## src/rtl/chunked_silence_region_detector_macros.svh

```systemverilog
// Assertion macros for the chunked silence region detector.
// Used by the RTL files that carry concurrent assertions; no dependencies.
`ifndef CHUNKED_SILENCE_REGION_DETECTOR_MACROS_SVH
`define CHUNKED_SILENCE_REGION_DETECTOR_MACROS_SVH

// Same-cycle implication, disabled during reset.
`define CSRD_ASSERT_SAME(lbl, clk, rstn, ante, cons, msg) \
    lbl: assert property (@(posedge clk) disable iff (!(rstn)) (ante) |-> (cons)) \
        else $error(msg);

// Next-cycle implication, disabled during reset.
`define CSRD_ASSERT_NEXT(lbl, clk, rstn, ante, cons, msg) \
    lbl: assert property (@(posedge clk) disable iff (!(rstn)) (ante) |=> (cons)) \
        else $error(msg);

`endif

```

## src/rtl/csrd_pkg.sv

```systemverilog
// Shared types and constants for the chunked silence region detector.
// No dependencies; used by csrd_close and the top level.
`default_nettype none

package csrd_pkg;

    // Register map
    localparam int CFG_IDX_W  = 2;
    localparam int CFG_DATA_W = 32;
    localparam logic [CFG_IDX_W-1:0] REG_PEAK_THRESHOLD = 2'd0;
    localparam logic [CFG_IDX_W-1:0] REG_CHUNK_FRAMES   = 2'd1;
    localparam logic [CFG_IDX_W-1:0] REG_MIN_FRAMES     = 2'd2;
    localparam logic [CFG_IDX_W-1:0] REG_PAD_FRAMES     = 2'd3;

    // Register reset values
    localparam logic [15:0] PEAK_THRESHOLD_RST = 16'd328;
    localparam logic [15:0] CHUNK_FRAMES_RST   = 16'd441;
    localparam logic [31:0] MIN_FRAMES_RST     = 32'd22050;
    localparam logic [31:0] PAD_FRAMES_RST     = 32'd11025;

    // Default region limit
    localparam int MAX_REGIONS_DEF = 256;

    // Outcome of closing a candidate region
    typedef struct packed {
        logic        accept;   // long enough and below the region limit
        logic        keep;     // accepted and still non-empty after padding
        logic [31:0] start;
        logic [31:0] stop;
    } close_t;

endpackage

`default_nettype wire

```

## src/rtl/csrd_close.sv

```systemverilog
// Region close unit: length test, limit test and padding of one candidate.
// Depends on csrd_pkg (close_t).
`default_nettype none

module csrd_close (
    input  wire logic [31:0]    first,
    input  wire logic [31:0]    stop,
    input  wire logic [31:0]    min_frames,
    input  wire logic [31:0]    pad_frames,
    input  wire logic           room,
    output csrd_pkg::close_t    res
);

    logic [31:0] len;
    logic [33:0] lo;

    // Length modulo 2^32, padded low end computed without overflow
    always_comb
    begin
        len        = stop - first;
        lo         = {2'b00, first} + {1'b0, pad_frames, 1'b0};
        res.accept = room && (len >= min_frames);
        res.keep   = res.accept && ((pad_frames == 32'd0) || (lo < {2'b00, stop}));
        res.start  = first + pad_frames;
        res.stop   = stop - pad_frames;
    end

endmodule

`default_nettype wire

```

## src/rtl/chunked_silence_region_detector.sv

```systemverilog
// Top level of the chunked silence region detector: input word register,
// per-sample chunk/silence logic, result register. Uses csrd_pkg, csrd_close.
`default_nettype none
`include "chunked_silence_region_detector_macros.svh"

//  channel  | dir | tdata                          | tuser        | tlast
//  ---------+-----+--------------------------------+--------------+------------
//  s_*      | in  | [15:0] sample                  | -            | last
//  m_*      | out | [31:0] region_start [63:32] end| region_valid | stream_done
//  cfg_*    | in  | cfg_index selects, cfg_data    | -            | -
//
// One word per cycle sustained while the result side accepts; each sample passes
// through the input register and then the result register.
// The chunk/silence state loop closes around the input register, which sets the rate.
// Reset (rst_n low, asynchronous) clears the stream state and loads the
// register defaults. A stalled result holds the input register, and s_tready
// drops only while both stages are full and m_tready is low.

module chunked_silence_region_detector #(
    parameter int MAX_REGIONS = csrd_pkg::MAX_REGIONS_DEF
) (
    input  wire logic                           clk,
    input  wire logic                           rst_n,
    // input stream
    input  wire logic                           s_tvalid,
    output logic                                s_tready,
    input  wire logic [15:0]                    s_tdata,   // [15:0] sample
    input  wire logic                           s_tlast,   // last
    // result stream
    output logic                                m_tvalid,
    input  wire logic                           m_tready,
    output logic [63:0]                         m_tdata,   // [31:0] start, [63:32] end
    output logic                                m_tuser,   // [0] region_valid
    output logic                                m_tlast,   // stream_done
    // configuration
    input  wire logic                           cfg_we,
    input  wire logic [csrd_pkg::CFG_IDX_W-1:0] cfg_index,
    input  wire logic [csrd_pkg::CFG_DATA_W-1:0] cfg_data
);

    localparam int ACC_W = $clog2(MAX_REGIONS + 1);

    // configuration registers
    logic [15:0] peak_threshold_reg;
    logic [15:0] chunk_frames_reg;
    logic [31:0] min_frames_reg;
    logic [31:0] pad_frames_reg;

    // input stage
    logic        s1_valid_reg;
    logic [15:0] s1_sample_reg;
    logic        s1_last_reg;

    // stream state
    logic [31:0]      frame_index_reg,       frame_index_next;
    logic [15:0]      chunk_position_reg,    chunk_position_next;
    logic [31:0]      chunk_start_frame_reg, chunk_start_frame_next;
    logic [15:0]      chunk_peak_reg,        chunk_peak_next;
    logic             in_silence_reg,        in_silence_next;
    logic [31:0]      silence_begin_reg,     silence_begin_next;
    logic [ACC_W-1:0] accepted_regions_reg,  accepted_regions_next;

    // result stage
    logic        out_valid_reg;
    logic [31:0] out_start_reg;
    logic [31:0] out_end_reg;
    logic        out_kept_reg;
    logic        out_done_reg;

    // per-sample logic
    logic             out_free;
    logic             s1_adv;
    logic [15:0]      mag;
    logic [15:0]      peak_new;
    logic [15:0]      cf;
    logic [16:0]      pos;
    logic             chunk_end;
    logic             quiet;
    logic             close_loud;
    logic             close_last;
    logic             do_close;
    logic [31:0]      next_frame;
    logic [31:0]      close_first;
    logic [31:0]      close_stop;
    logic             room;
    logic             have;
    logic             emit;
    csrd_pkg::close_t close_res;

    // handshake
    assign out_free = !out_valid_reg || m_tready;
    assign s1_adv   = s1_valid_reg && out_free;
    assign s_tready = !s1_valid_reg || out_free;

    // configuration writes
    always_ff @(posedge clk or negedge rst_n)
    begin
        if (!rst_n)
        begin
            peak_threshold_reg <= csrd_pkg::PEAK_THRESHOLD_RST;
            chunk_frames_reg   <= csrd_pkg::CHUNK_FRAMES_RST;
            min_frames_reg     <= csrd_pkg::MIN_FRAMES_RST;
            pad_frames_reg     <= csrd_pkg::PAD_FRAMES_RST;
        end
        else if (cfg_we)
        begin
            case (cfg_index)
                csrd_pkg::REG_PEAK_THRESHOLD: peak_threshold_reg <= cfg_data[15:0];
                csrd_pkg::REG_CHUNK_FRAMES:   chunk_frames_reg   <= cfg_data[15:0];
                csrd_pkg::REG_MIN_FRAMES:     min_frames_reg     <= cfg_data;
                csrd_pkg::REG_PAD_FRAMES:     pad_frames_reg     <= cfg_data;
                default: ;
            endcase
        end
    end

    // input word register
    always_ff @(posedge clk or negedge rst_n)
    begin
        if (!rst_n)
        begin
            s1_valid_reg <= 1'b0;
        end
        else if (s_tvalid && s_tready)
        begin
            s1_valid_reg <= 1'b1;
        end
        else if (s1_adv)
        begin
            s1_valid_reg <= 1'b0;
        end
    end

    always_ff @(posedge clk)
    begin
        if (s_tvalid && s_tready)
        begin
            s1_sample_reg <= s_tdata;
            s1_last_reg   <= s_tlast;
        end
    end

    // chunk peak and end-of-chunk detection
    always_comb
    begin
        mag        = s1_sample_reg[15] ? (~s1_sample_reg + 16'd1) : s1_sample_reg;
        peak_new   = (mag > chunk_peak_reg) ? mag : chunk_peak_reg;
        cf         = (chunk_frames_reg == 16'd0) ? 16'd1 : chunk_frames_reg;
        pos        = {1'b0, chunk_position_reg} + 17'd1;
        chunk_end  = s1_last_reg || (pos >= {1'b0, cf});
        quiet      = peak_new < peak_threshold_reg;
        next_frame = frame_index_reg + 32'd1;
        room       = accepted_regions_reg < ACC_W'(MAX_REGIONS);
    end

    // a loud chunk ends a run; the final quiet chunk ends it at the stream end
    always_comb
    begin
        close_loud  = chunk_end && !quiet && in_silence_reg;
        close_last  = chunk_end && s1_last_reg && quiet;
        do_close    = close_loud || close_last;
        close_first = in_silence_reg ? silence_begin_reg : chunk_start_frame_reg;
        close_stop  = close_loud ? chunk_start_frame_reg : next_frame;
    end

    csrd_close u_close (
        .first      (close_first),
        .stop       (close_stop),
        .min_frames (min_frames_reg),
        .pad_frames (pad_frames_reg),
        .room       (room),
        .res        (close_res)
    );

    assign have = do_close && close_res.keep;
    assign emit = have || s1_last_reg;

    // next stream state
    always_comb
    begin
        frame_index_next       = next_frame;
        chunk_position_next    = pos[15:0];
        chunk_start_frame_next = chunk_start_frame_reg;
        chunk_peak_next        = peak_new;
        in_silence_next        = in_silence_reg;
        silence_begin_next     = silence_begin_reg;
        accepted_regions_next  = accepted_regions_reg;
        if (do_close && close_res.accept)
        begin
            accepted_regions_next = accepted_regions_reg + ACC_W'(1);
        end
        if (chunk_end)
        begin
            chunk_position_next    = 16'd0;
            chunk_peak_next        = 16'd0;
            chunk_start_frame_next = next_frame;
            in_silence_next        = quiet;
            if (quiet && !in_silence_reg)
            begin
                silence_begin_next = chunk_start_frame_reg;
            end
        end
        // end of stream returns everything to its reset value
        if (s1_last_reg)
        begin
            frame_index_next       = 32'd0;
            chunk_position_next    = 16'd0;
            chunk_start_frame_next = 32'd0;
            chunk_peak_next        = 16'd0;
            in_silence_next        = 1'b0;
            silence_begin_next     = 32'd0;
            accepted_regions_next  = '0;
        end
    end

    always_ff @(posedge clk or negedge rst_n)
    begin
        if (!rst_n)
        begin
            frame_index_reg       <= 32'd0;
            chunk_position_reg    <= 16'd0;
            chunk_start_frame_reg <= 32'd0;
            chunk_peak_reg        <= 16'd0;
            in_silence_reg        <= 1'b0;
            silence_begin_reg     <= 32'd0;
            accepted_regions_reg  <= '0;
        end
        else if (s1_adv)
        begin
            frame_index_reg       <= frame_index_next;
            chunk_position_reg    <= chunk_position_next;
            chunk_start_frame_reg <= chunk_start_frame_next;
            chunk_peak_reg        <= chunk_peak_next;
            in_silence_reg        <= in_silence_next;
            silence_begin_reg     <= silence_begin_next;
            accepted_regions_reg  <= accepted_regions_next;
        end
    end

    // result register
    always_ff @(posedge clk or negedge rst_n)
    begin
        if (!rst_n)
        begin
            out_valid_reg <= 1'b0;
        end
        else if (s1_adv)
        begin
            out_valid_reg <= emit;
        end
        else if (m_tready)
        begin
            out_valid_reg <= 1'b0;
        end
    end

    always_ff @(posedge clk)
    begin
        if (s1_adv)
        begin
            out_start_reg <= have ? close_res.start : 32'd0;
            out_end_reg   <= have ? close_res.stop  : 32'd0;
            out_kept_reg  <= have;
            out_done_reg  <= s1_last_reg;
        end
    end

    assign m_tvalid = out_valid_reg;
    assign m_tdata  = {out_end_reg, out_start_reg};
    assign m_tuser  = out_kept_reg;
    assign m_tlast  = out_done_reg;

    // checks
    `CSRD_ASSERT_SAME(a_acc_limit, clk, rst_n, 1'b1,
        accepted_regions_reg <= ACC_W'(MAX_REGIONS), "region count above limit")
    `CSRD_ASSERT_NEXT(a_end_clears, clk, rst_n, s1_adv && s1_last_reg,
        frame_index_reg == 32'd0 && !in_silence_reg && accepted_regions_reg == '0,
        "stream state not cleared after final sample")
    `CSRD_ASSERT_SAME(a_mid_result_kept, clk, rst_n, out_valid_reg && !out_done_reg,
        out_kept_reg, "non-final result without a kept region")

endmodule

`default_nettype wire

```

## config.mk

```make
export PLATFORM = sky130hd
export DESIGN_NAME = chunked_silence_region_detector
export DESIGN_NICKNAME = d
export VERILOG_FILES = /design/src/rtl/csrd_pkg.sv /design/src/rtl/csrd_close.sv /design/src/rtl/chunked_silence_region_detector.sv
export VERILOG_INCLUDE_DIRS = /design/src /design/src/rtl
export SDC_FILE = /design/constraint.sdc
export NUM_CORES = 1
export LEC_CHECK = 0
export BUFFER_PORTS_ARGS = -buffer_cell sky130_fd_sc_hd__buf_2
export CORE_MARGIN = 3
export CORE_UTILIZATION = 55
export DETAILED_ROUTE_END_ITERATION = 6
export MAX_ROUTING_LAYER = met4
export PLACE_DENSITY = 0.73
export SYNTH_ARGS = -nofsm -noshare
export SYNTH_HDL_FRONTEND = slang
export SYNTH_SLANG_ARGS = --single-unit
```

## constraint.sdc

```tcl
create_clock -name clk -period 32.2 [get_ports clk]
set_input_delay 6.44 -clock clk [delete_from_list [all_inputs] [get_ports clk]]
set_output_delay 6.44 -clock clk [all_outputs]
set_load 0.02 [all_outputs]
```

==> metrics.log, run 1 <==
[metrics] type of the setup path with the least slack: input pin to output port
[metrics] launch point of the critical path: m_tready
[metrics] Post-synth EDFFs: 83
[metrics] fin crit share: 41.4%
[metrics] CTS-repair resized insts: 0
[metrics] final weighted congestion in routability-driven placement: 0.963
[metrics] total global-route track usage: 27.6%
[metrics] Max Root-Sink Buffers: 3
[metrics] via total after detailed routing: 18200
[metrics] number of placed instances, taps included: 2988
[metrics] full die area: 43600 sq um
[metrics] CTS sink cnt: 319
[metrics] critical path launch point type: input pin
[metrics] Fin Setup TNS: 0 ps
[metrics] share of cells above drive strength 1: 14.3%
[metrics] part of the Yosys area used for sequential elements: 37.3%
[metrics] most prevalent standard cell on the critical path: sky130_fd_sc_hd__buf_2
[metrics] TritonCTS clock tree: built
[metrics] post-synthesis instance area: 22600 sq um
[metrics] global route overflow: 0
[metrics] actual slew at the worst max-slew pin: 1140 ps
[metrics] number of standard cells in the layout, taps in and fillers out: 3058
[metrics] worst max-slew margin expressed relative to the limit: 23.5%
[metrics] number of buffers inserted for hold repair after clock tree synthesis: 0
[metrics] number of nets in the layout: 2801
[metrics] arrival time of the worst setup path: 6890 ps
[metrics] number of global-route vias before repair: 18200
[metrics] Yosys warning total: 0
[metrics] RR Startpoint: s1_sample_reg[3]
[metrics] CTS clock-pin slew for the worst setup and hold paths: 60 ps
[metrics] n_diodes: 0
[metrics] global-route wire length before repair: 95.0 mm
[metrics] pin count of the biggest net entering global routing: 100
[metrics] height of the chip: 209 um
[metrics] # rows: 73
[metrics] Synthesized Nets: 2693
[metrics] reg-to-reg setup timing slack: 19150 ps
[metrics] number of buffers created by CTS: 38
[metrics] violation count after the first detailed-routing iteration: 1031
[metrics] detailed placer's ending HPWL: 44.5 mm
[metrics] total of flip-flops plus latches after synthesis: 319
[metrics] count of buffers from port buffering: 123
[metrics] RSZ-0062 raised after global routing: false
[metrics] status: finished clean
[metrics] synthesized netlist cell count: 2395
[metrics] sort of element at the end of the critical path: output port
[metrics] Initial Utilization: 56.2%
[metrics] first-pass detailed-route iteration total: 5
[metrics] Placeable Area: 40200 sq um
[metrics] number of primary I/O pins: 124
[metrics] worst path cell trace: buf_2 -> nand3b_1 -> buf_2
[metrics] CTS H-tree depth: 2
[metrics] DRC errors left: 0
[metrics] Detailed Route WL: 58.7 mm
[metrics] number of violations of the max-capacitance limit: 0
[metrics] detailed-route wire length per cell: 19.2 um
[metrics] source-to-sink clock delay at the later pin of the worst-skew pair: 560 ps
[metrics] average vias per placed instance: 5.96
[metrics] clock root cell: sky130_fd_sc_hd__clkbuf_16
[metrics] fillers: 3381
[metrics] leakage dissipation: 12.1 nW
[metrics] die width: 209 um
[metrics] antenna violations before repair: 0
[metrics] CP Max Fanout: 3
[metrics] post-layout minimum cycle time: 13330 ps
[metrics] endpoints failing setup: 0
[metrics] post-route clock skew: 21.1 ps
[metrics] fin. max-slew vios: 0
[metrics] FMAX: 75.0 MHz
[metrics] end point of the critical path: s_tready
[metrics] distinct cell type count after synthesis: 80
[metrics] reg-to-reg endpoint: out_end_reg[1]
[metrics] final-report hold violation count: 0
[metrics] master of the slowest instance on the critical path: sky130_fd_sc_hd__nand3b_1
[metrics] number of cells on the worst reg-to-reg path: 45
[metrics] required time of the critical path: 25760 ps
[metrics] synthesis-to-layout area growth: 11.0%
[metrics] peak supply drop: 0.0525 mV
[metrics] post-CTS setup buffer count: 0
[metrics] Most used DFF post-synth: sky130_fd_sc_hd__dfrtp_1
[metrics] synthesized area per cell: 9.43 sq um
[metrics] maximum single-stage delay on the critical path: 180 ps
[metrics] HP Class: flip-flop to flip-flop
[metrics] async set or reset register ratio after synthesis: 74.0%
[metrics] remaining antenna violation count after routing: 0
[metrics] power density over the cells: 62.1 nW/um^2
per-layer routing:
metal  wire [um]  part of all wire (%)  up-vias  track usage [%]
met4        1630                   2.8        0             7.99
met3        2740                   4.7      103             3.45
met1       27700                    47     8901             38.6
li1            -                     -     8758                -
met2       26600                    45      458             42.7
met5           0                     0        -                -
cell families after synthesis:
group / after synthesis / share of synthesized area, %
AO/OA/AOI/OAI: 610 / 17.6
adder cells (fa/ha/maj): 243 / 13.5
flip-flops: 319 / 37.3
multiplexers: 148 / 7.22
XOR/XNOR: 179 / 6.94
AND/OR/NAND/NOR: 603 / 12.6
buffers and inverters: 293 / 4.87
worst min path at each step:
stage	startpoint	end	slack [ps]	cells after the start
global route	min_frames_reg[2]	min_frames_reg[2]	510	1
detailed placement	frame_index_reg[11]	frame_index_reg[11]	480	2
global placement	frame_index_reg[11]	frame_index_reg[11]	470	2
floorplan	frame_index_reg[11]	frame_index_reg[11]	450	2
CTS	frame_index_reg[11]	frame_index_reg[11]	490	2
finish	frame_index_reg[11]	frame_index_reg[11]	490	2
worst max-delay path: cells and delay by family:
kind | cells | cell delay (ps)
and+or+nand+nor | 1 | 180
buffers and inverters | 2 | 280
where the power goes:
group	internal [mW]	leakage [nW]	switching [mW]	total (mW)
combinational	0.255	7.54	0.343	0.597
sequential	0.469	3.88	0.0386	0.508
clock	0.280	0.649	0.174	0.454
cells in the mapped netlist (22+ instances only):
cell type                  instances  area (sq um)
sky130_fd_sc_hd__xor2_1           59           517
sky130_fd_sc_hd__clkbuf_1         60           225
sky130_fd_sc_hd__a21oi_1         154           771
sky130_fd_sc_hd__nand3_1          47           235
sky130_fd_sc_hd__o21ai_0         159           796
sky130_fd_sc_hd__dfrtp_1         215          5380
sky130_fd_sc_hd__and3_1           25           156
sky130_fd_sc_hd__a21o_1           66           495
sky130_fd_sc_hd__xnor2_1         120          1050
sky130_fd_sc_hd__mux2_2          110          1240
sky130_fd_sc_hd__inv_1           222           833
sky130_fd_sc_hd__o31ai_1          22           165
sky130_fd_sc_hd__o21a_1           26           195
sky130_fd_sc_hd__nand4_1          29           181
sky130_fd_sc_hd__nor2b_1          36           225
sky130_fd_sc_hd__o21bai_1         25           188
sky130_fd_sc_hd__edfxtp_1         83          2490
sky130_fd_sc_hd__mux2i_1          37           370
sky130_fd_sc_hd__nor2_1          157           589
sky130_fd_sc_hd__nand2_1         208           781
sky130_fd_sc_hd__ha_1            239          2990
sky130_fd_sc_hd__a22o_1           55           482
cell usage in the layout, fill, tap and decap left out, types with 7 or more instances in the layout:
master,instances
sky130_fd_sc_hd__a31oi_1,12
sky130_fd_sc_hd__a22o_1,55
sky130_fd_sc_hd__xor2_1,59
sky130_fd_sc_hd__nor3_1,18
sky130_fd_sc_hd__nor4_1,14
sky130_fd_sc_hd__clkbuf_1,9
sky130_fd_sc_hd__buf_2,122
sky130_fd_sc_hd__a21oi_1,154
sky130_fd_sc_hd__and3_1,25
sky130_fd_sc_hd__mux2_2,110
sky130_fd_sc_hd__dfstp_2,21
sky130_fd_sc_hd__nor2_1,157
sky130_fd_sc_hd__mux2i_1,37
sky130_fd_sc_hd__clkbuf_16,39
sky130_fd_sc_hd__nand2b_1,20
sky130_fd_sc_hd__nor2b_1,36
sky130_fd_sc_hd__o21a_1,26
sky130_fd_sc_hd__inv_1,221
sky130_fd_sc_hd__o31ai_1,22
sky130_fd_sc_hd__a21o_1,66
sky130_fd_sc_hd__and2_1,9
sky130_fd_sc_hd__nand4_1,29
sky130_fd_sc_hd__ha_1,239
sky130_fd_sc_hd__xnor2_1,120
sky130_fd_sc_hd__edfxtp_1,83
sky130_fd_sc_hd__dfrtp_1,214
sky130_fd_sc_hd__buf_4,15
sky130_fd_sc_hd__nand3_1,47
sky130_fd_sc_hd__nand3b_1,7
sky130_fd_sc_hd__a211oi_1,11
sky130_fd_sc_hd__o21bai_1,24
sky130_fd_sc_hd__o21ai_0,159
sky130_fd_sc_hd__nand2_1,207
sky130_fd_sc_hd__clkbuf_8,7
area by class of cell:
class                   count  area [sq um]  share of cell area (%)
well taps                 525           657                    2.62
inverters                 223           840                    3.35
flip-flops and latches    319          8430                    33.6
multi-input cells        1783         13100                    52.2
clock inverters            15           219                   0.873
clock buffers              55          1110                    4.41
repair buffers            138           738                    2.94
per-stage QoR:
step	hold slack [ps]	power [mW]	util [%]	cell area, sq um	setup WS, ps
floorplan	450	0.946	-	22600	19040
global placement	468	1.08	59.1	23800	18870
detailed placement	479	1.10	59.1	23800	18860
CTS	493	1.56	62.4	25100	18860
global route	515	1.66	62.4	25100	18440
finish	488	1.56	62.4	25100	18870
Note: power is estimated with default switching activity, not from simulation.
==> run 2: changes to the inputs <==
==> constraint.sdc (replaced) <==
create_clock -name clk -period 12.55 [get_ports clk]
set_input_delay 2.51 -clock clk [delete_from_list [all_inputs] [get_ports clk]]
set_output_delay 2.51 -clock clk [all_outputs]
set_load 0.02 [all_outputs]
==> run 2 against run 1 <==
Compared with the run above:
- global-route usage is 0.085 points higher
- via count grew 0.26%
- count of clock-buffer cells in the layout is 3 lower
- combinational power rose to 2.6 times the previous value
- power grew to 2.5 times the previous value
- sequential power rose to 2.6 times the previous value
- sequential share of layout area about the same
- critical path depth up 41
- die area unchanged
- critical path type is now flip-flop to flip-flop
- largest cell class unchanged
==> metrics.log, run 2 (synthesis results as in run 1) <==
[metrics] synthesis-to-layout area growth: 11.0%
[metrics] CP Max Fanout: 31
[metrics] critical path launch point type: flip-flop
[metrics] power density over the cells: 157 nW/um^2
[metrics] CTS sink cnt: 319
[metrics] violation count after the first detailed-routing iteration: 1320
[metrics] reg-to-reg endpoint: out_end_reg[1]
[metrics] final weighted congestion in routability-driven placement: 0.947
[metrics] CTS clock-pin slew for the worst setup and hold paths: 60 ps
[metrics] Max Root-Sink Buffers: 3
[metrics] HP Class: flip-flop to flip-flop
[metrics] share of cells above drive strength 1: 14.6%
[metrics] worst hold path startpoint: frame_index_reg[11]
[metrics] sort of element at the end of the critical path: flip-flop
[metrics] reg-to-reg setup timing slack: 720 ps
[metrics] average vias per placed instance: 5.97
[metrics] post-route clock skew: 20.5 ps
[metrics] number of cells on the worst reg-to-reg path: 44
[metrics] required time of the critical path: 12860 ps
[metrics] number of global-route vias before repair: 18100
[metrics] global-route wire length before repair: 95.3 mm
[metrics] height of the chip: 209 um
[metrics] commonest non-fill, non-tap cells in the layout: 239 x sky130_fd_sc_hd__ha_1, 221 x sky130_fd_sc_hd__inv_1, 214 x sky130_fd_sc_hd__dfrtp_1
[metrics] arrival time of the worst setup path: 12150 ps
[metrics] remaining antenna violation count after routing: 0
[metrics] leakage dissipation: 12.1 nW
[metrics] RR Startpoint: s1_sample_reg[3]
[metrics] end point of the critical path: out_end_reg[1]
[metrics] launch point of the critical path: s1_sample_reg[3]
[metrics] total global-route track usage: 27.7%
[metrics] final-report hold violation count: 0
[metrics] type of the setup path with the least slack: flip-flop to flip-flop
[metrics] most common cell after layout, fill and taps aside: sky130_fd_sc_hd__ha_1
[metrics] Fin Setup TNS: 0 ps
[metrics] source-to-sink clock delay at the later pin of the worst-skew pair: 580 ps
[metrics] number of nets in the layout: 2805
[metrics] worst max-slew margin expressed relative to the limit: 34.8%
[metrics] number of violations of the max-capacitance limit: 0
[metrics] clock root cell: sky130_fd_sc_hd__clkbuf_16
[metrics] global route overflow: 0
[metrics] # rows: 73
[metrics] count of buffers from port buffering: 123
[metrics] Initial Utilization: 56.2%
[metrics] actual slew at the worst max-slew pin: 975 ps
[metrics] number of buffers created by CTS: 37
[metrics] post-layout minimum cycle time: 11830 ps
[metrics] CTS H-tree depth: 2
[metrics] fin. max-slew vios: 0
[metrics] most prevalent standard cell on the critical path: sky130_fd_sc_hd__a21o_1
[metrics] RSZ-0062 raised after global routing: false
[metrics] die width: 209 um
[metrics] fin crit share: 94.3%
[metrics] FMAX: 84.5 MHz
[metrics] detailed placer's ending HPWL: 45.1 mm
[metrics] n_diodes: 0
[metrics] Detailed Route WL: 58.9 mm
[metrics] number of primary I/O pins: 124
[metrics] Placeable Area: 40200 sq um
[metrics] DRC errors left: 0
[metrics] peak supply drop: 0.129 mV
[metrics] antenna violations before repair: 0
[metrics] maximum single-stage delay on the critical path: 730 ps
[metrics] total chip power: 3.95 mW
[metrics] full die area: 43600 sq um
[metrics] first-pass detailed-route iteration total: 6
[metrics] number of buffers inserted for hold repair after clock tree synthesis: 0
[metrics] via total after detailed routing: 18300
[metrics] status: finished clean
[metrics] TritonCTS clock tree: built
[metrics] pin count of the biggest net entering global routing: 106
[metrics] master of the slowest instance on the critical path: sky130_fd_sc_hd__or4b_2
[metrics] endpoints failing setup: 0
[metrics] detailed-route wire length per cell: 19.2 um
[run 2: how the worst min path moves through the flow]
| stage | endpoint | slack, ps | depth (start not counted) |
|---|---|---|---|
| after floorplan | frame_index_reg[11] | 450 | 2 |
| final | frame_index_reg[11] | 490 | 2 |
| after global routing | min_frames_reg[31] | 510 | 1 |
| after CTS | frame_index_reg[11] | 490 | 2 |
| after global placement | frame_index_reg[11] | 470 | 2 |
| after detailed placement | frame_index_reg[11] | 470 | 2 |
[run 2: layout make-up]
cell class                 count  area, sq um
fill                        3359        15100
multi-input combinational   1783        13100
sequential                   319         8430
clock buffer                  52         1080
inverter                     223          840
timing repair buffer         143          787
tap                          525          657
clock inverter                16          173
[run 2: per-stage QoR]
stage	worst slack [ps]	utilization, %	hold slack (ps)	instance area [sq um]	cells
after floorplan	1660	-	450	22600	2395
after global placement	694	59.2	466	23800	2990
after detailed placement	360	59.2	474	23800	2990
after CTS	289	62.3	487	25000	3058
after global routing	51.7	62.4	509	25100	3061
final	718	62.4	486	25100	3061
[run 2: power by group]
group | leakage [nW] | switching [mW] | internal (mW)
clock | 0.613 | 0.454 | 0.649
combinational | 7.57 | 0.866 | 0.660
sequential | 3.88 | 0.115 | 1.20
total | 12.1 | 1.44 | 2.51
[run 2: layer usage]
layer / routed length [um] / GRT usage [%] / up-vias
met5: 0 / - / -
met4: 1570 / 7.55 / 0
met3: 3350 / 3.72 / 116
met2: 26400 / 42.1 / 545
met1: 27600 / 39.3 / 8828
li1: - / - / 8778
[run 2: worst max-delay path: cells and delay by family, from the launching register on]
family | cells | cell delay, ps
AND/OR/NAND/NOR | 14 | 3880
adder cells (fa/ha/maj) | 4 | 1220
flip-flops | 1 | 440
AO/OA/AOI/OAI | 21 | 4860
multiplexers | 1 | 360
buffers and inverters | 2 | 470
XOR/XNOR | 2 | 310
[run 2: timing repair]
item                       4_1_cts  5_1_grt
buffers inserted                 0        3
hold endpoints to repair         0        0
setup endpoints to repair        0       75
gates resized for setup          0        7
